===== src/design/ile_pkg.sv =====
// Shared constants, codes and types of the indexed list engine.
package ile_pkg;

	localparam int DEPTH      = 64;
	localparam int VALUE_BITS = 32;
	localparam int IDX_W      = $clog2(DEPTH);
	localparam int CNT_W      = $clog2(DEPTH + 1);
	localparam int POS_W      = 7;
	localparam int FUNC_W     = 3;
	localparam int STATUS_W   = 2;
	localparam int WHERE_W    = 6;
	localparam int GRP        = 8;
	localparam int NGRP       = DEPTH / GRP;
	localparam int GRP_W      = $clog2(GRP);
	localparam int NGRP_W     = $clog2(NGRP);

	typedef logic [VALUE_BITS-1:0] value_t;

	typedef enum logic [FUNC_W-1:0] {
		FN_INSERT  = 3'd0,
		FN_REMOVE  = 3'd1,
		FN_READ    = 3'd2,
		FN_REPLACE = 3'd3,
		FN_FIND    = 3'd4,
		FN_MATCH   = 3'd5,
		FN_CLEAR   = 3'd6
	} func_t;

	typedef enum logic [STATUS_W-1:0] {
		ST_OK    = 2'd0,
		ST_RANGE = 2'd1,
		ST_FULL  = 2'd2
	} status_t;

	typedef enum logic [1:0] {
		CELL_HOLD,
		CELL_OPEN,
		CELL_CLOSE,
		CELL_WRITE
	} cell_op_t;

	typedef struct packed {
		cell_op_t          op;
		logic [IDX_W-1:0]  idx;
		value_t            data;
	} cell_cmd_t;

	typedef enum logic [2:0] {
		S_IDLE,
		S_EXEC,
		S_SCAN1,
		S_SCAN2,
		S_FDONE,
		S_RESP
	} seq_state_t;

endpackage


===== src/design/ile_search.sv =====
// Registered two-level priority tree that finds the first hit among the cells.
module ile_search
	import ile_pkg::*;
(
	input  logic             clk,
	input  logic             load,
	input  logic [DEPTH-1:0] hits,
	output logic             hit_any,
	output logic [IDX_W-1:0] hit_idx
);

	logic [DEPTH-1:0] hits_s1;
	logic [NGRP-1:0]  grp_any_s2;
	logic [GRP_W-1:0] grp_idx_s2 [NGRP];
	logic             any_s3;
	logic [IDX_W-1:0] idx_s3;

	logic [NGRP-1:0]  grp_any_d;
	logic [GRP_W-1:0] grp_idx_d [NGRP];
	logic             any_d;
	logic [IDX_W-1:0] idx_d;

	always_ff @(posedge clk) begin
		if (load) begin
			hits_s1 <= hits;
		end
	end

	// first level: lowest hit inside each group
	always_comb begin
		for (int g = 0; g < NGRP; g++) begin
			grp_any_d[g] = |hits_s1[g*GRP +: GRP];
			grp_idx_d[g] = '0;
			for (int j = GRP - 1; j >= 0; j--) begin
				if (hits_s1[g*GRP + j]) begin
					grp_idx_d[g] = GRP_W'(j);
				end
			end
		end
	end

	always_ff @(posedge clk) begin
		grp_any_s2 <= grp_any_d;
		for (int g = 0; g < NGRP; g++) begin
			grp_idx_s2[g] <= grp_idx_d[g];
		end
	end

	// second level: lowest group with a hit
	always_comb begin
		any_d = |grp_any_s2;
		idx_d = '0;
		for (int g = NGRP - 1; g >= 0; g--) begin
			if (grp_any_s2[g]) begin
				idx_d = {NGRP_W'(g), grp_idx_s2[g]};
			end
		end
	end

	always_ff @(posedge clk) begin
		any_s3 <= any_d;
		idx_s3 <= idx_d;
	end

	assign hit_any = any_s3;
	assign hit_idx = idx_s3;

endmodule


===== config.mk =====
export PLATFORM = sky130hd
export DESIGN_NAME = ile_search
export DESIGN_NICKNAME = d
export VERILOG_FILES = /design/src/design/ile_pkg.sv /design/src/design/ile_search.sv
export SDC_FILE = /design/constraint.sdc
export NUM_CORES = 1
export LEC_CHECK = 0
export ABC_CLOCK_PERIOD_IN_PS = 1150
export BUFFER_PORTS_ARGS = -buffer_cell sky130_fd_sc_hd__buf_2
export CORE_UTILIZATION = 35
export CTS_CLUSTER_SIZE = 30
export DETAILED_ROUTE_END_ITERATION = 8
export GPL_TIMING_DRIVEN = 0
export PLACE_DENSITY = 0.63
export REMOVE_ABC_BUFFERS = 1
export SYNTH_ARGS = -nofsm -noshare
export SYNTH_HDL_FRONTEND = slang
export SYNTH_SLANG_ARGS = --single-unit

===== constraint.sdc =====
create_clock -name clk -period 1.15 [get_ports clk]
set_input_delay 0.1725 -clock clk [delete_from_list [all_inputs] [get_ports clk]]
set_output_delay 0.1725 -clock clk [all_outputs]
set_load 0.1 [all_outputs]

==> results.ini, run 1 <==
[run_status]
status = finished clean

[place]
place.gp.congestion = 0.686
place_ws_ns = -0.513
post-place-cells = 477
port_buffers = 72
hpwl_mm = 4.08

[pwr]
power_frac_seq_pct = 63.0
power.density_nw_per_um2 = 1380
p_sw_mw = 1.56
p_sw_share_pct = 22.5
p_int_mw = 5.38
leakage_nw = 1.97
irDropWorstVdd_v = 0.000844
p_clk_share_pct = 28.1
combPwrFrac_pct = 8.9

[floorplan]
num_rows = 36
die_x_um = 103
core_um2 = 9860
initial_core_util_pct = 36.5
ios = 73
die-area_um2 = 10700
fp.dieH_um = 103

[timing]
fin_skew_ns = 0.00940
fmax_mhz = 907
setup_viol = 0
relSlewSlack_pct = 46.5
slew_viol_final = 0
fin_ws_ns = 0.0478
rsz0062_at_grt = true
finalCritPeriodShare_pct = 95.8
worst_pin_slew_ns = 0.803
fin_crit_ns = 1.10
hold_viol = 0

[synthesis]
synth_area_um2 = 3600
synthCells = 275
syn_area_per_cell_um2 = 13.1
synthTopCellsByCount = edfxtp_1 (64), dfxtp_1 (39), a21oi_1 (27), nor3_1 (24), inv_1 (23)
synth_cell_type_count = 23
yosys_warnings = 0
async_flop_share_pct = 0
synth_edf_count = 64
synth.top_cell.area_share_pct = 53.4
synth-seq-cells = 103
synth_area_leaders = edfxtp_1 (53%), dfxtp_1 (22%), a21oi_1 (3.8%)
synth_most_common_cell = edfxtp_1
synth-seq-area-share_pct = 75.0
synth_ff_type = edfxtp_1
yosysTopAreaCell = edfxtp_1

[critical_path]
slowest_stage = dfxtp_1
endpoint_kind = output pin
crit_path_cell_trace = buf_8
critPathLaunchType = flop
critPathKind = flop to output pin
cpPeakStageDelay_ns = 0.37
required_ns = 0.98
cp_max_fo = 1
cp_num_buf_inv = 1
worst_ep_arrival_time_ns = 0.93
critical_path.top_delay_family = flip-flops

[layout]
area_growth_pct = 39.5
nFillCells = 849
antenna_cells = 0
final_cells = 557
multi_input_area_um2 = 837
fin_nets = 485
drive_gt1_share_pct = 22.9
final_util_pct = 50.9
regArea_um2 = 2710

[clocking]
cts_tree = done
cts_inserted_buffers = 9
clkTransAtPathRegs_ns = 0.09
cts_setup_buffers = 0
clockBufferDepth = 2
cts_sinks = 103
cts_htree_levels = 3
clk_latency_ns = 0.36
cts_root_buf = clkbuf_8

[drt]
drc = 0
firstDrtPassIters = 4
drt_iter0_markers = 63
wl_per_cell_um = 12.1
via_count = 2486
via_per_inst = 4.46
routed_wl_mm = 6.72
ant_nets = 0

[grt]
grt_pass1_vias = 2441
grt_overflow_total = 0
grt_max_degree = 65
grt_pass1_wl_mm = 10.4
track_usage_pct = 13.3
antenna_found_initial = 0

[min_path]
holdCritPathClass = input port to flop

[flow_run]
drv_cap = 0

## cell type report
type                            count  area share (%)
Tap cell                          133            3.31
Multi-Input combinational cell    146            16.7
Clock inverter                      5           0.473
Sequential cell                   103            53.9
Timing Repair Buffer              136            21.2
Inverter                           23            1.72
Clock buffer                       11            2.81
## flip-flops by register name, indices dropped and copies added (netlist names)
name        cells
hits_s1        64
grp_idx_s2     24
grp_any_s2      8
hit_idx         6
hit_any         1
## placed cells by master (no fill, tap or decap), types with 2 or more instances in the layout
| cell | Yosys | routed |
|---|---|---|
| a21oi_1 | 27 | 27 |
| dlygate4sd3_1 | 0 | 64 |
| edfxtp_1 | 64 | 64 |
| nand3_1 | 4 | 4 |
| inv_1 | 23 | 23 |
| dfxtp_1 | 39 | 36 |
| nand2_1 | 19 | 19 |
| o21bai_1 | 9 | 9 |
| o21ai_1 | 2 | 3 |
| clkbuf_8 | 0 | 10 |
| nor2_1 | 12 | 12 |
| o211ai_1 | 3 | 3 |
| a31oi_1 | 3 | 3 |
| dfxtp_2 | 0 | 3 |
| nor4_1 | 17 | 11 |
| buf_2 | 1 | 64 |
| buf_6 | 0 | 4 |
| nor2b_1 | 11 | 11 |
| nand2b_1 | 8 | 8 |
| nor3_1 | 24 | 24 |
| clkinv_1 | 0 | 3 |
| buf_8 | 0 | 2 |
| nor4_2 | 0 | 6 |
| nor2_2 | 2 | 2 |
## kinds of logic (layout without fill, tap and decap cells)
| logic type | after synthesis | after routing | share of synthesized area (%) |
|---|---|---|---|
| and+or+nand+nor | 99 | 99 | 14.7 |
| AOI/OAI and AO/OA | 47 | 47 | 7.54 |
| buffers and inverters | 26 | 175 | 2.78 |
| DFF | 103 | 103 | 75.0 |
## power groups by stage
stage,combinational [mW],clock [mW],sequential [mW]
6_report,0.619,1.95,4.37
5_1_grt,0.687,2.17,4.41
4_1_cts,0.611,2.03,4.36
3_5_place_dp,0.435,0,4.44
3_3_place_gp,0.422,0,4.43
2_1_floorplan,0.175,0,4.46
## final timing paths
kind	from	endpoint	slack, ns	cells after the start
setup reg to reg	grp_any_s2[3]	hit_idx[1]	0.06	4
setup / recovery	hit_any	hit_any	0.05	1
hold / removal	load	hits_s1[30]	0.44	1
hold reg to reg	hits_s1[32]	grp_idx_s2[1][0]	0.46	1
## metal layers
metal / global-route usage (%) / wire length, um / up-vias
li1: - / - / 1278
met1: 14.0 / 2760 / 1154
met2: 24.1 / 3650 / 47
met3: 4.44 / 206 / 7
met4: 5.53 / 108 / 0
met5: 0 / 0 / -
## metrics by stage
step / hold WS [ns] / instance area (um^2) / power [mW] / setup TNS [ns]
floorplan: 0.271 / 3590 / 4.64 / 0
global placement: 0.349 / 4120 / 4.86 / -28.34
detailed placement: 0.351 / 4120 / 4.88 / -32.45
CTS: 0.428 / 4960 / 6.99 / 0
global route: 0.449 / 5020 / 7.27 / -0.00914
finish: 0.440 / 5020 / 6.94 / 0
## timing repair
item / in CTS / in global routing
setup endpoints to repair: 71 / 15
resized for setup: 13 / 16
hold endpoints to repair: 64 / 0
hold buffers: 64 / 0
cloned: 0 / 0
pin swaps: 0 / 0
(Power assumes the default switching activity.)
==> run 2: changes to the inputs <==
--- a/config.mk
+++ b/config.mk
@@ -5,13 +5,13 @@
 export SDC_FILE = /design/constraint.sdc
 export NUM_CORES = 1
 export LEC_CHECK = 0
-export ABC_CLOCK_PERIOD_IN_PS = 1150
+export ABC_CLOCK_PERIOD_IN_PS = 1100
 export BUFFER_PORTS_ARGS = -buffer_cell sky130_fd_sc_hd__buf_2
 export CORE_UTILIZATION = 35
 export CTS_CLUSTER_SIZE = 30
 export DETAILED_ROUTE_END_ITERATION = 8
 export GPL_TIMING_DRIVEN = 0
-export PLACE_DENSITY = 0.63
+export PLACE_DENSITY_LB_ADDON = 0.08
 export REMOVE_ABC_BUFFERS = 1
 export SYNTH_ARGS = -nofsm -noshare
 export SYNTH_HDL_FRONTEND = slang
==> constraint.sdc (replaced) <==
create_clock -name clk -period 1.1 [get_ports clk]
set_input_delay 0.165 -clock clk [delete_from_list [all_inputs] [get_ports clk]]
set_output_delay 0.165 -clock clk [all_outputs]
set_load 0.1 [all_outputs]
==> run 2 against run 1 <==
  * Count of clock-buffer cells in the layout up 2
  * Via count down 0.44%
  * Hold slack got worse by 0.021 ns
  * Sequential power is 5.3% higher
  * Utilization rose by 1.8 points
==> results.ini, run 2 (same netlist as run 1, synthesis figures left out) <==
[drt]
via_count = 2475
ant_nets = 0
routed_wl_mm = 6.52
wl_per_cell_um = 11.7
drt_iter0_markers = 56
drc = 0
firstDrtPassIters = 4
via_per_inst = 4.44

[timing]
rsz0062_at_grt = true
fin_crit_ns = 1.06
worst_pin_slew_ns = 0.802
relSlewSlack_pct = 46.5
setup_viol = 0
hold_viol = 0
slew_viol_final = 0
fin_skew_ns = 0.0104
fin_ws_ns = 0.0368
fmax_mhz = 941
finalCritPeriodShare_pct = 96.7

[critical_path]
critical_path.top_delay_family = flip-flops
worst_ep_arrival_time_ns = 0.90
critPathKind = flop to output pin
cp_num_buf_inv = 1
slowest_stage = dfxtp_2
crit_path_cell_trace = buf_12
path_depth = 1
required_ns = 0.94
crit_start = hit_any
endpoint_kind = output pin
cp_max_fo = 1
cpPeakStageDelay_ns = 0.36
critPathLaunchType = flop
critical_path.endpoint = hit_any
reg2reg_depth = 3
r2r_end = grp_any_s2[1]
rrSetupSlack_ns = 0.06
reg2reg_from = hits_s1[14]

[layout]
drive_gt1_share_pct = 28.5
stdcell_area_um2 = 5200
antenna_cells = 0
area_growth_pct = 44.4
reg_top3 = hits_s1: 64 flops, grp_idx_s2: 24 flops, grp_any_s2: 8 flops
largest_reg_flops = 64
final_util_pct = 52.7
top_register = hits_s1
layout_common_cells = edfxtp_1 (64), dlygate4sd3_1 (64), buf_2 (64)
fin_nets = 486

[grt]
grt_pass1_wl_mm = 10.3
grt.met2_usage_pct = 22.6
grt_max_degree = 65
grt_pass1_vias = 2401
antenna_found_initial = 0
grt_overflow_total = 0
use_met3_pct = 4.50
grt_use_met1_pct = 14.5
top_usage_layer = met2
track_usage_pct = 13.3

[floorplan]
die-area_um2 = 10700
die_x_um = 103
initial_core_util_pct = 36.5
ios = 73
fp.dieH_um = 103
num_rows = 36
core_um2 = 9860

[pwr]
leakage_nw = 2.02
power.density_nw_per_um2 = 1470
finalPower_mw = 7.64
irDropWorstVdd_v = 0.000825

[place]
place_ws_ns = -0.565
port_buffers = 72
place.gp.congestion = 0.710
post_dp_cell_area_um2 = 4120
hpwl_mm = 3.95

[clocking]
clockBufferDepth = 2
cts_tree = done
cts_sinks = 103
cts_htree_levels = 3
cts_inserted_buffers = 9
clk_latency_ns = 0.37
cts_root_buf = clkbuf_8
clkTransAtPathRegs_ns = 0.09

[flow_run]
drv_cap = 0

[run_status]
status = finished clean

[min_path]
holdCritPathClass = input port to flop

==> run 2: worst min path at each step <==
stage	slack, ns	cells after the start	start	endpoint
after floorplan	0.26	0	hits[0]	hits_s1[0]
after global placement	0.34	1	hits[45]	hits_s1[45]
after detailed placement	0.34	1	hits[35]	hits_s1[35]
after CTS	0.41	1	load	hits_s1[26]
after global routing	0.44	1	load	hits_s1[32]
final	0.42	1	load	hits_s1[47]
==> run 2: stage by stage <==
stage                     hold slack, ns  std cells  setup TNS [ns]
after floorplan                    0.264        272               0
after global placement             0.341        477          -33.26
after detailed placement           0.343        477          -35.63
after CTS                          0.410        557               0
after global routing               0.442        558         -0.0289
final                              0.420        558               0
==> run 2: timing repair <==
| item | CTS | global route |
|---|---|---|
| hold buffers | 64 | 0 |
| buffers inserted | 0 | 1 |
| gates resized for setup | 34 | 28 |
| endpoints found under the setup margin | 73 | 28 |
| pin swaps | 0 | 7 |
| hold endpoints to repair | 64 | 0 |
==> run 2: area by class of cell <==
type	instances	area, um^2
multi-input cells	146	912
repair buffers	137	1120
flip-flops and latches	103	2720
clock buffers	13	159
fillers	848	4660
well taps	133	166
clock inverters	3	42.5
inverters	23	86.3
==> run 2: per-layer routing <==
| layer | up-vias | wire length, um | share of wire [%] |
|---|---|---|---|
| met5 | - | 0 | 0 |
| met4 | 0 | 142 | 2.2 |
| met3 | 11 | 309 | 4.7 |
| met2 | 56 | 3220 | 49 |
| met1 | 1127 | 2850 | 44 |
| li1 | 1281 | - | - |
==> run 2: power breakdown <==
part | total (mW) | switching, mW | internal [mW]
clock network | 2.37 | 1.19 | 1.18
logic | 0.676 | 0.280 | 0.396
registers | 4.60 | 0.196 | 4.40
total | 7.64 | 1.67 | 5.97
