**config.mk**
```make
export PLATFORM = sky130hd
export DESIGN_NAME = ile_cell
export DESIGN_NICKNAME = d
export VERILOG_FILES = /design/src/design/ile_pkg.sv /design/src/design/ile_cell.sv
export SDC_FILE = /design/constraint.sdc
export NUM_CORES = 1
export LEC_CHECK = 0
export BUFFER_PORTS_ARGS = -buffer_cell sky130_fd_sc_hd__buf_4
export CAP_MARGIN = 20
export CORE_ASPECT_RATIO = 0.8
export CORE_UTILIZATION = 49
export CTS_BUF_LIST = sky130_fd_sc_hd__clkbuf_4 sky130_fd_sc_hd__clkbuf_8 sky130_fd_sc_hd__clkbuf_16
export DETAILED_ROUTE_END_ITERATION = 10
export GPL_TIMING_DRIVEN = 0
export HOLD_SLACK_MARGIN = 0.03
export PLACE_DENSITY = 0.94
export SYNTH_ARGS = -nofsm -noshare
export SYNTH_HDL_FRONTEND = slang
export SYNTH_SLANG_ARGS = --single-unit
```
**constraint.sdc**
```tcl
create_clock -name clk -period 7 [get_ports clk]
set_input_delay 0.7 -clock clk [delete_from_list [all_inputs] [get_ports clk]]
set_output_delay 0.7 -clock clk [all_outputs]
set_load 0.005 [all_outputs]
```
**src/design/ile_pkg.sv**
```systemverilog
// Shared constants, codes and types of the indexed list engine.
package ile_pkg;

	localparam int DEPTH      = 64;
	localparam int VALUE_BITS = 32;
	localparam int IDX_W      = $clog2(DEPTH);
	localparam int CNT_W      = $clog2(DEPTH + 1);
	localparam int POS_W      = 7;
	localparam int FUNC_W     = 3;
	localparam int STATUS_W   = 2;
	localparam int WHERE_W    = 6;
	localparam int GRP        = 8;
	localparam int NGRP       = DEPTH / GRP;
	localparam int GRP_W      = $clog2(GRP);
	localparam int NGRP_W     = $clog2(NGRP);

	typedef logic [VALUE_BITS-1:0] value_t;

	typedef enum logic [FUNC_W-1:0] {
		FN_INSERT  = 3'd0,
		FN_REMOVE  = 3'd1,
		FN_READ    = 3'd2,
		FN_REPLACE = 3'd3,
		FN_FIND    = 3'd4,
		FN_MATCH   = 3'd5,
		FN_CLEAR   = 3'd6
	} func_t;

	typedef enum logic [STATUS_W-1:0] {
		ST_OK    = 2'd0,
		ST_RANGE = 2'd1,
		ST_FULL  = 2'd2
	} status_t;

	typedef enum logic [1:0] {
		CELL_HOLD,
		CELL_OPEN,
		CELL_CLOSE,
		CELL_WRITE
	} cell_op_t;

	typedef struct packed {
		cell_op_t          op;
		logic [IDX_W-1:0]  idx;
		value_t            data;
	} cell_cmd_t;

	typedef enum logic [2:0] {
		S_IDLE,
		S_EXEC,
		S_SCAN1,
		S_SCAN2,
		S_FDONE,
		S_RESP
	} seq_state_t;

endpackage

```
**src/design/ile_cell.sv**
```systemverilog
// One list cell: holds one element, shifts with its neighbors, compares with the key.
module ile_cell
	import ile_pkg::*;
(
	input  logic             clk,
	input  cell_cmd_t        cmd,
	input  logic [IDX_W-1:0] my_index,
	input  value_t           left_val,
	input  value_t           right_val,
	output value_t           value,
	output logic             match
);

	value_t value_q;

	always_ff @(posedge clk) begin
		case (cmd.op)
			CELL_OPEN: begin
				// open a gap: cells past the slot take the left neighbor
				if (my_index > cmd.idx) begin
					value_q <= left_val;
				end else if (my_index == cmd.idx) begin
					value_q <= cmd.data;
				end
			end
			CELL_CLOSE: begin
				// close the gap: the slot and all after it take the right neighbor
				if (my_index >= cmd.idx) begin
					value_q <= right_val;
				end
			end
			CELL_WRITE: begin
				if (my_index == cmd.idx) begin
					value_q <= cmd.data;
				end
			end
			default: begin
			end
		endcase
	end

	assign value = value_q;
	assign match = (value_q == cmd.data);

endmodule

```
==> flow_summary_export.csv, run 1 <==
group,metric,value,unit
synthesis,synth.distinct_cells,21,
clock_tree,h-tree-depth,2,
setup_path,crit_path_end_kind,"output pin",
drt,drt_pre_antenna_iters,4,
grt,grt_pass1_wl,11.2,mm
placed_design,placed_area,3770,um^2
worst_hold_path,min_path_type,"input port to register",
synthesis,syn_avg_cell_area,10.8,um^2
worst_hold_path,hp-start,"right_val[17]",
clock_tree,clock_latency,0.28,ns
clock_tree,postCtsSetupBuffers,0,
timing,final.min_clock_period,2.51,ns
clock_tree,path_clk_slew,0.07,ns
floorplanning,initial_core_util,51.6,%
setup_path,crit_chain,"buf_4 -> xor2_1 -> nor4_1 -> nand4_1 -> nor2_1 -> buf_4",
grt,grt_usage,25.9,%
finish,antenna_cells,0,
grt,globalRoute.totalOverflow,0,
timing,timing.hold.ws,0.692,ns
clock_tree,cts_buffer_depth,2,
setup_path,r2r-start,"value[12]",
finish,drive_above_1_share,49.2,%
synthesis,ys_warn_count,0,
drt,via_per_inst,5.41,
setup_path,worst_path_most_repeated_cell,"buf_4",
worst_hold_path,hold_path_end,"value[17]",
timing,setup_violations,0,
setup_path,path_class,"input port to output pin",
floorplanning,die_h,67.3,um
finish,design_area,3850,um^2
timing,worstMarginPinSlew,0.824,ns
setup_path,reg2reg_depth,2,
floorplanning,fp.dieW,83.6,um
drt,final_antenna_net_count,0,
clock_tree,post_cts_resized,0,
setup_path,cp_slowest_cell,"nor4_1",
clock_tree,cts_tree,"built",
floorplanning,row_count,23,
drt,drc_errors,0,
floorplanning,coreArea,5060,um^2
finish,area_delta_synth_final,47.5,%
placed_design,dp.cells,448,
drt,drt-initial-drc-count,107,
timing,rsz0062_at_grt,"no",
finish,largest_reg_flops,32,
timing,clock_skew,0,ns
setup_path,worstPathArrival,1.81,ns
drt,num_vias,2468,
pwr,pwr_density_cell,174,nW/um^2
setup_path,cp.required,6.30,ns
clock_tree,ctsHoldBuffers,0,
pwr,total_leakage_power,1.72,nW
timing,fmax,0.398,GHz
setup_path,cpPeakStageDelay,0.43,ns
finish,final_nets,510,
synthesis,synth-seq-cells,32,
clock_tree,cts_num_sinks,32,
drt,wl_per_cell,16.1,um
synthesis,syn_area,2610,um^2
floorplanning,ios,144,
timing,fin_crit_sh,35.9,%
synthesis,yosysSeqAreaShare,36.8,%
clock_tree,cts-root-buf,"clkbuf_8",
placed_design,port_buffers,143,
finish,instances_no_fill,456,
placed_design,gp_congestion,0.832,
synthesis,syn_nets,360,
pwr,total_power,0.671,mW
placed_design,dp_hpwl,5.94,mm
synthesis,synth_cells,243,
setup_path,critPathLaunch,"cmd[23]",
drt,routed_wl,7.34,mm
worst_hold_path,hold_depth,3,
clock_tree,cts_buffers,5,
synthesis,synth_top_area_share,36.8,%
setup_path,reg2reg_to,"value[12]",
finish,fillers,368,
grt,antenna_found_initial,0,
timing,tns,0,ns
timing,slew_headroom,45.1,%
timing,hold_viol_final,0,
synthesis,synth_area_leaders,"edfxtp_1 (37%), o221ai_2 (18%), mux2i_1 (12%), xor2_1 (11%), inv_1 (5.6%)",
setup_path,start_kind,"input port",
setup_path,reg2reg_slack,5.98,ns
pwr,ir_drop,128,uV
flow_run,max_cap_violations,0,
setup_path,crit_buf_inv,2,
setup_path,critical_path.top_delay_family,"simple AND/OR/NAND/NOR gates",
timing,report.final.slew_viol_count,0,
setup_path,critPathMaxFanout,2,
status,status,"completed",
grt,grt_pass1_vias,2356,
floorplanning,dieArea,5630,um^2
grt,grt_max_degree,33,
synthesis,yosys.area.top_type,"edfxtp_1",
-- layout make-up --
| class | count | area (um^2) | share of cell area, % |
|---|---|---|---|
| buffer | 13 | 78.8 | 2.05 |
| clock buffer | 7 | 83.8 | 2.18 |
| clock inverter | 1 | 3.75 | 0.0974 |
| inverter | 39 | 146 | 3.80 |
| multi-input combinational | 159 | 1430 | 37.1 |
| sequential | 32 | 961 | 24.9 |
| tap | 62 | 77.6 | 2.01 |
| timing repair buffer | 143 | 1070 | 27.9 |
-- logic make-up after synthesis --
kind of cell             synth area share (%)
AND/OR/NAND/NOR                          9.10
buffers and inverters                    8.62
multiplexers                             12.3
AO/OA/AOI/OAI                            19.6
flip-flops                               36.8
XOR/XNOR                                 10.7
adder cells (fa/ha/maj)                  2.87
-- synth_stat cells --
| master | count |
|---|---|
| inv_1 | 39 |
| nand2_1 | 35 |
| edfxtp_1 | 32 |
| mux2i_1 | 32 |
| xor2_1 | 32 |
| o221ai_2 | 31 |
| nor4_1 | 8 |
| buf_2 | 6 |
| ha_1 | 6 |
| clkbuf_1 | 4 |
| a21oi_1 | 3 |
| buf_6 | 3 |
| nand4_1 | 2 |
| nor2_1 | 2 |
| o221ai_1 | 2 |
| nand2b_1 | 1 |
| nand4_2 | 1 |
| nor2_4 | 1 |
| nor2b_1 | 1 |
| o21ai_0 | 1 |
| o22a_2 | 1 |
-- cell usage in the layout, fill, tap and decap left out, drive strengths merged --
master / n
nand4: 3
mux2i: 32
nor2b: 1
nand2: 35
o21ai: 1
nand2b: 1
xor2: 32
clkinv: 1
nor2: 3
nor4: 8
edfxtp: 32
a21oi: 3
inv: 39
o22a: 1
buf: 152
o221ai: 33
ha: 6
clkbuf: 11
-- how the worst max path moves through the flow --
stage	end	cells past startpoint	slack (ns)
finish	match	6	4.49
detailed placement	value[0]	6	4.28
global placement	value[0]	6	3.83
floorplan	value[0]	6	4.32
global route	match	6	4.40
CTS	match	6	4.46
-- layer usage --
metal,track usage (%),share of wire (%),wire length (um)
met1,32.6,41,3040
met2,46.3,50,3680
met3,4.65,7.3,538
met4,7.84,0.98,72
met5,0,0,0
-- power by group --
| part | leakage (nW) | switching [mW] | internal [mW] | total (mW) |
|---|---|---|---|---|
| sequential | 0.325 | 0.0280 | 0.253 | 0.281 |
| clock | 0.0467 | 0.0682 | 0.0770 | 0.145 |
| combinational | 1.34 | 0.109 | 0.136 | 0.245 |
| total | 1.72 | 0.205 | 0.465 | 0.671 |
-- per-stage QoR --
stage / setup slack, ns / utilization [%]
finish: 4.49 / 76.1
global route: 4.40 / 76.1
detailed placement: 4.28 / 74.4
global placement: 3.83 / 74.3
CTS: 4.46 / 76.1
floorplan: 4.32 / -
-- worst register-to-register path, delay by kind of cell (launching register included) --
family	cells	cell delay (ns)
muxes	1	0.21
AOI/OAI and AO/OA	1	0.11
DFF	1	0.44
No activity file was read; power rests on OpenSTA's default activity.
==> run 2, diff against run 1 <==
--- a/config.mk
+++ b/config.mk
@@ -8,12 +8,12 @@
 export BUFFER_PORTS_ARGS = -buffer_cell sky130_fd_sc_hd__buf_4
 export CAP_MARGIN = 20
 export CORE_ASPECT_RATIO = 0.8
-export CORE_UTILIZATION = 49
+export CORE_UTILIZATION = 45
 export CTS_BUF_LIST = sky130_fd_sc_hd__clkbuf_4 sky130_fd_sc_hd__clkbuf_8 sky130_fd_sc_hd__clkbuf_16
 export DETAILED_ROUTE_END_ITERATION = 10
 export GPL_TIMING_DRIVEN = 0
 export HOLD_SLACK_MARGIN = 0.03
-export PLACE_DENSITY = 0.94
+export PLACE_DENSITY = 0.88
 export SYNTH_ARGS = -nofsm -noshare
 export SYNTH_HDL_FRONTEND = slang
 export SYNTH_SLANG_ARGS = --single-unit
==> constraint.sdc (replaced) <==
create_clock -name clk -period 2.58 [get_ports clk]
set_input_delay 0.258 -clock clk [delete_from_list [all_inputs] [get_ports clk]]
set_output_delay 0.258 -clock clk [all_outputs]
set_load 0.005 [all_outputs]
==> flow_summary_export.csv, run 2 (synthesis gave the netlist of run 1 again) <==
group,metric,value,unit
clock_tree,ctsHoldBuffers,0,
finish,layout_common_cells,"buf_4 (143), inv_1 (39), nand2_1 (35)",
clock_tree,post_cts_resized,0,
drt,num_vias,2434,
clock_tree,cts_buffer_depth,2,
setup_path,reg2reg_slack,1.56,ns
setup_path,r2r-start,"value[27]",
setup_path,start_kind,"register",
pwr,total_leakage_power,1.71,nW
drt,routed_wl,7.63,mm
grt,antenna_found_initial,0,
clock_tree,cts-root-buf,"clkbuf_8",
placed_design,dp_hpwl,6.06,mm
setup_path,cp.required,2.32,ns
floorplanning,dieArea,6120,um^2
timing,rsz0062_at_grt,"no",
grt,grt_max_degree,33,
timing,hold_viol_final,0,
status,status,"completed",
floorplanning,initial_core_util,47.3,%
pwr,pwr_density_cell,468,nW/um^2
drt,drc_errors,0,
floorplanning,die_h,70.2,um
finish,final_nets,510,
floorplanning,ios,144,
timing,final.min_clock_period,1.99,ns
finish,multi_input_area,1430,um^2
clock_tree,cts_buffers,5,
finish,layout_commonest_cell,"buf_4",
pwr,total_power,1.81,mW
grt,grt_pass1_wl,11.7,mm
setup_path,critPathMaxFanout,3,
setup_path,crit_path_end,"match",
setup_path,cp_slowest_cell,"edfxtp_1",
grt,grt_usage,25.2,%
setup_path,critical_path.top_delay_family,"simple AND/OR/NAND/NOR gates",
finish,ff_latch_area,961,um^2
placed_design,port_buffers,143,
setup_path,cpPeakStageDelay,0.44,ns
drt,final_antenna_net_count,0,
timing,tns,0,ns
setup_path,cp.depth,5,
setup_path,reg2reg_to,"value[27]",
setup_path,worstPathArrival,1.73,ns
flow_run,max_cap_violations,0,
floorplanning,fp.dieW,87.2,um
finish,drive_above_1_share,49.2,%
timing,fin_crit_sh,77.1,%
timing,setup_violations,0,
setup_path,crit_path_end_kind,"output pin",
timing,worstMarginPinSlew,0.835,ns
finish,largest_reg_flops,32,
finish,antenna_cells,0,
floorplanning,coreArea,5530,um^2
timing,fmax,0.503,GHz
clock_tree,path_clk_slew,0.07,ns
floorplanning,row_count,24,
drt,drt-initial-drc-count,84,
clock_tree,cts_num_sinks,32,
setup_path,crit_chain,"xor2_1 -> nor4_1 -> nand4_1 -> nor2_1 -> buf_4",
drt,drt_pre_antenna_iters,4,
grt,globalRoute.totalOverflow,0,
clock_tree,clock_latency,0.28,ns
timing,report.final.slew_viol_count,0,
clock_tree,postCtsSetupBuffers,0,
placed_design,gp_congestion,0.771,
finish,area_delta_synth_final,48.1,%
setup_path,critPathLaunch,"value[17]",
pwr,ir_drop,321,uV
timing,clock_skew,0,ns
timing,timing.hold.ws,0.248,ns
drt,wl_per_cell,16.2,um
setup_path,crit_buf_inv,1,
worst_hold_path,min_path_type,"input port to register",
setup_path,path_class,"register to output pin",
finish,final_util,70.0,%
clock_tree,cts_tree,"built",
timing,slew_headroom,44.4,%
grt,grt_pass1_vias,2544,
setup_path,reg2reg_depth,2,
finish,fillers,462,
drt,via_per_inst,5.16,
clock_tree,h-tree-depth,2,
==> run 2: cell type report <==
| type | count | area share, % |
|---|---|---|
| flip-flops and latches | 32 | 24.8 |
| repair buffers | 143 | 27.7 |
| well taps | 78 | 2.52 |
| inverters | 39 | 3.78 |
| clock buffers | 5 | 1.78 |
| multi-input cells | 159 | 36.9 |
| clock inverters | 3 | 0.356 |
| plain buffers | 13 | 2.04 |
==> run 2: per-stage QoR <==
step                worst slack, ns  area [um^2]  cells
finish                        0.592         3870    472
global route                  0.460         3870    472
global placement             -0.187         3780    464
floorplan                     0.342         2610    243
detailed placement            0.280         3790    464
CTS                           0.575         3870    472
==> run 2: worst register-to-register path, stage by stage (launching register included) <==
cell and delay, ns:
edfxtp_1 0.44, mux2i_1 0.19, o221ai_2 0.13
==> run 2: worst min-delay path by stage <==
stage	startpoint	to	slack, ns	cells past startpoint
finish	right_val[9]	value[9]	0.25	3
global route	right_val[7]	value[7]	0.24	3
CTS	right_val[9]	value[9]	0.24	3
detailed placement	right_val[9]	value[9]	0.54	3
global placement	right_val[21]	value[21]	0.54	3
floorplan	right_val[21]	value[21]	0.45	2
==> run 2: metal layers <==
layer,routed length [um],GRT usage [%],vias up
met1,3190,30.2,1140
li1,-,-,1182
met4,62,5.65,0
met3,567,5.67,7
met5,0,0,-
met2,3810,45.5,105
==> run 2: power by group <==
part | internal [mW] | total, mW | switching [mW]
combinational | 0.368 | 0.669 | 0.301
clock | 0.183 | 0.380 | 0.197
sequential | 0.686 | 0.761 | 0.0751
==> run 3, diff against run 2 <==
--- a/config.mk
+++ b/config.mk
@@ -5,10 +5,11 @@
 export SDC_FILE = /design/constraint.sdc
 export NUM_CORES = 1
 export LEC_CHECK = 0
+export ABC_AREA = 1
 export BUFFER_PORTS_ARGS = -buffer_cell sky130_fd_sc_hd__buf_4
 export CAP_MARGIN = 20
 export CORE_ASPECT_RATIO = 0.8
-export CORE_UTILIZATION = 45
+export CORE_UTILIZATION = 47
 export CTS_BUF_LIST = sky130_fd_sc_hd__clkbuf_4 sky130_fd_sc_hd__clkbuf_8 sky130_fd_sc_hd__clkbuf_16
 export DETAILED_ROUTE_END_ITERATION = 10
 export GPL_TIMING_DRIVEN = 0
==> constraint.sdc (replaced) <==
create_clock -name clk -period 2 [get_ports clk]
set_input_delay 0.2 -clock clk [delete_from_list [all_inputs] [get_ports clk]]
set_output_delay 0.2 -clock clk [all_outputs]
set_load 0.005 [all_outputs]
==> flow_summary_export.csv, run 3 <==
group,metric,value,unit
clock_tree,clock_latency,0.29,ns
finish,ff_latch_area,961,um^2
timing,setup_violations,0,
timing,hold_viol_final,0,
pwr,total_power,2.64,mW
synthesis,synth-seq-cells,32,
grt,grt_usage,28.5,%
floorplanning,dieArea,6710,um^2
synthesis,post-synth-top-count-cell,"nand2_1",
floorplanning,coreArea,6040,um^2
finish,final_util,72.4,%
synthesis,syn_avg_cell_area,6.12,um^2
synthesis,syn_area,3000,um^2
pwr,switching_share,33.1,%
drt,drt-initial-drc-count,189,
worst_hold_path,min_path_type,"input port to register",
placed_design,dp_hpwl,7.10,mm
pwr,power_frac_clock,24.7,%
clock_tree,ctsHoldBuffers,0,
floorplanning,initial_core_util,49.7,%
synthesis,synth_area_leaders,"edfxtp_1 (32%), nand2_1 (29%), nand3_1 (11%), inv_1 (9.6%), xor2_1 (4.7%)",
synthesis,synth.distinct_cells,23,
drt,drc_errors,0,
placed_design,port_buffers,143,
finish,fillers,496,
finish,layout_commonest_cell,"nand2_1",
synthesis,synth_top_area_share,32.0,%
pwr,p_int,1.77,mW
grt,antenna_found_initial,0,
pwr,ir_drop,427,uV
setup_path,critPathMaxFanout,16,
flow_run,max_cap_violations,0,
drt,wirelength_met1,3.92,mm
synthesis,synth_commonest_cells,"nand2_1 (228), inv_1 (77), nand3_1 (64), edfxtp_1 (32), nor2_1 (22)",
timing,fin_crit_sh,92.1,%
setup_path,crit_path_end_kind,"register",
finish,largest_reg_flops,32,
timing,report.final.slew_viol_count,0,
timing,slew_headroom,61.5,%
synthesis,synth_edf_count,32,
pwr,pwr_density_cell,605,nW/um^2
setup_path,reg2reg_depth,4,
clock_tree,path_clk_slew,0.08,ns
pwr,total_leakage_power,2.52,nW
synthesis,ys_async_sr_fraction,0,%
drt,drt_pre_antenna_iters,5,
timing,final.min_clock_period,1.84,ns
setup_path,worstPathArrival,1.78,ns
drt,wl_met2,4.52,mm
setup_path,reg2reg_slack,0.94,ns
clock_tree,postCtsSetupBuffers,0,
drt,met3_length,845,um
clock_tree,cts_buffer_depth,2,
timing,fmax,0.543,GHz
timing,clock_skew,0,ns
synthesis,synth_ff_type,"edfxtp_1",
finish,layout_common_cells,"nand2_1 (226), buf_4 (143), inv_1 (77), nand3_1 (64), edfxtp_1 (32)",
timing,rsz0062_at_grt,"no",
floorplanning,die_h,73.5,um
synthesis,ys_warn_count,0,
finish,antenna_cells,0,
placed_design,gp_congestion,0.783,
grt,globalRoute.totalOverflow,0,
floorplanning,fp.dieW,91.3,um
pwr,p_switching,0.876,mW
finish,drive_above_1_share,28.5,%
worst_hold_path,hold_depth,5,
drt,num_vias,3528,
floorplanning,row_count,25,
timing,worstMarginPinSlew,0.576,ns
clock_tree,cts_num_sinks,32,
clock_tree,cts_tree,"built",
setup_path,path_class,"input port to register",
setup_path,cp.required,1.93,ns
drt,wl_per_cell,13.1,um
clock_tree,cts_buffers,5,
timing,timing.hold.ws,0.246,ns
finish,multi_input_area,1700,um^2
synthesis,syn_nets,607,
floorplanning,ios,144,
drt,routed_wl,9.44,mm
drt,via_per_inst,4.88,
synthesis,yosys.area.top_type,"edfxtp_1",
drt,final_antenna_net_count,0,
synthesis,synth_cells,490,
synthesis,yosysSeqAreaShare,32.0,%
setup_path,start_kind,"input port",
clock_tree,cts-root-buf,"clkbuf_8",
grt,grt_pass1_vias,3399,
grt,grt_max_degree,17,
pwr,combPwrFrac,37.8,%
drt,top_layer_used,"met4",
finish,final_nets,758,
grt,grt_pass1_wl,15.0,mm
status,status,"completed",
finish,area_delta_synth_final,45.7,%
clock_tree,h-tree-depth,2,
pwr,power.share.sequential,37.5,%
[run 3: power by group through the flow]
stage | clock [mW] | sequential (mW) | combinational [mW]
2_1_floorplan | 0 | 0.996 | 0.516
3_3_place_gp | 0 | 0.992 | 0.950
3_5_place_dp | 0 | 1.00 | 0.984
4_1_cts | 0.644 | 0.989 | 0.998
5_1_grt | 0.674 | 1.00 | 1.12
6_report | 0.653 | 0.992 | 0.999
[run 3: critical path, cell delays in order]
cell and delay (ns):
buf_4 0.11, ha_1 0.28, nand2_2 0.07, nor2_4 0.16
nand2_1 0.08, nand3_2 0.17, buf_6 0.18, nor2_4 0.06
o21bai_4 0.47
[run 3: worst paths after layout]
check | end | startpoint
max | value[16] | my_index[2]
min | value[7] | right_val[7]
max reg2reg | value[16] | value[16]
min reg2reg | value[23] | value[23]
[run 3: what timing repair did]
item | 4_1_cts | 5_1_grt
resized for setup | 1 | 0
endpoints found under the hold margin | 0 | 0
setup endpoints to repair | 32 | 0
[run 3: per-stage QoR]
| stage | area [um^2] | cells | TNS [ns] | setup slack (ns) |
|---|---|---|---|---|
| 2_1_floorplan | 3070 | 490 | 0 | 0.00211 |
| 5_1_grt | 4370 | 723 | 0 | 0.0759 |
| 3_3_place_gp | 4240 | 714 | -13.16 | -0.412 |
| 3_5_place_dp | 4240 | 714 | -15.77 | -0.494 |
| 4_1_cts | 4370 | 723 | 0 | 0.145 |
| 6_report | 4370 | 723 | 0 | 0.157 |
[run 3: cell families after synthesis]
family	after synthesis	share of synthesized area (%)
fa+ha+maj	6	2.50
xor+xnor	16	4.67
flops	32	32.0
compound gates	19	4.00
buf+inv	99	13.7
simple gates	318	43.1
[run 3: cell type report]
class / instances / area share, %
well taps: 81 / 2.32
clock buffers: 6 / 1.75
multi-input cells: 360 / 38.9
plain buffers: 21 / 2.92
clock inverters: 2 / 0.802
repair buffers: 143 / 24.6
flip-flops and latches: 32 / 22.0
inverters: 78 / 6.76
[run 3: metal layers]
metal | global-route usage (%) | vias up
met5 | 0 | -
met3 | 6.73 | 18
met1 | 34.1 | 1553
met2 | 51.1 | 157
li1 | - | 1800
met4 | 9.88 | 0
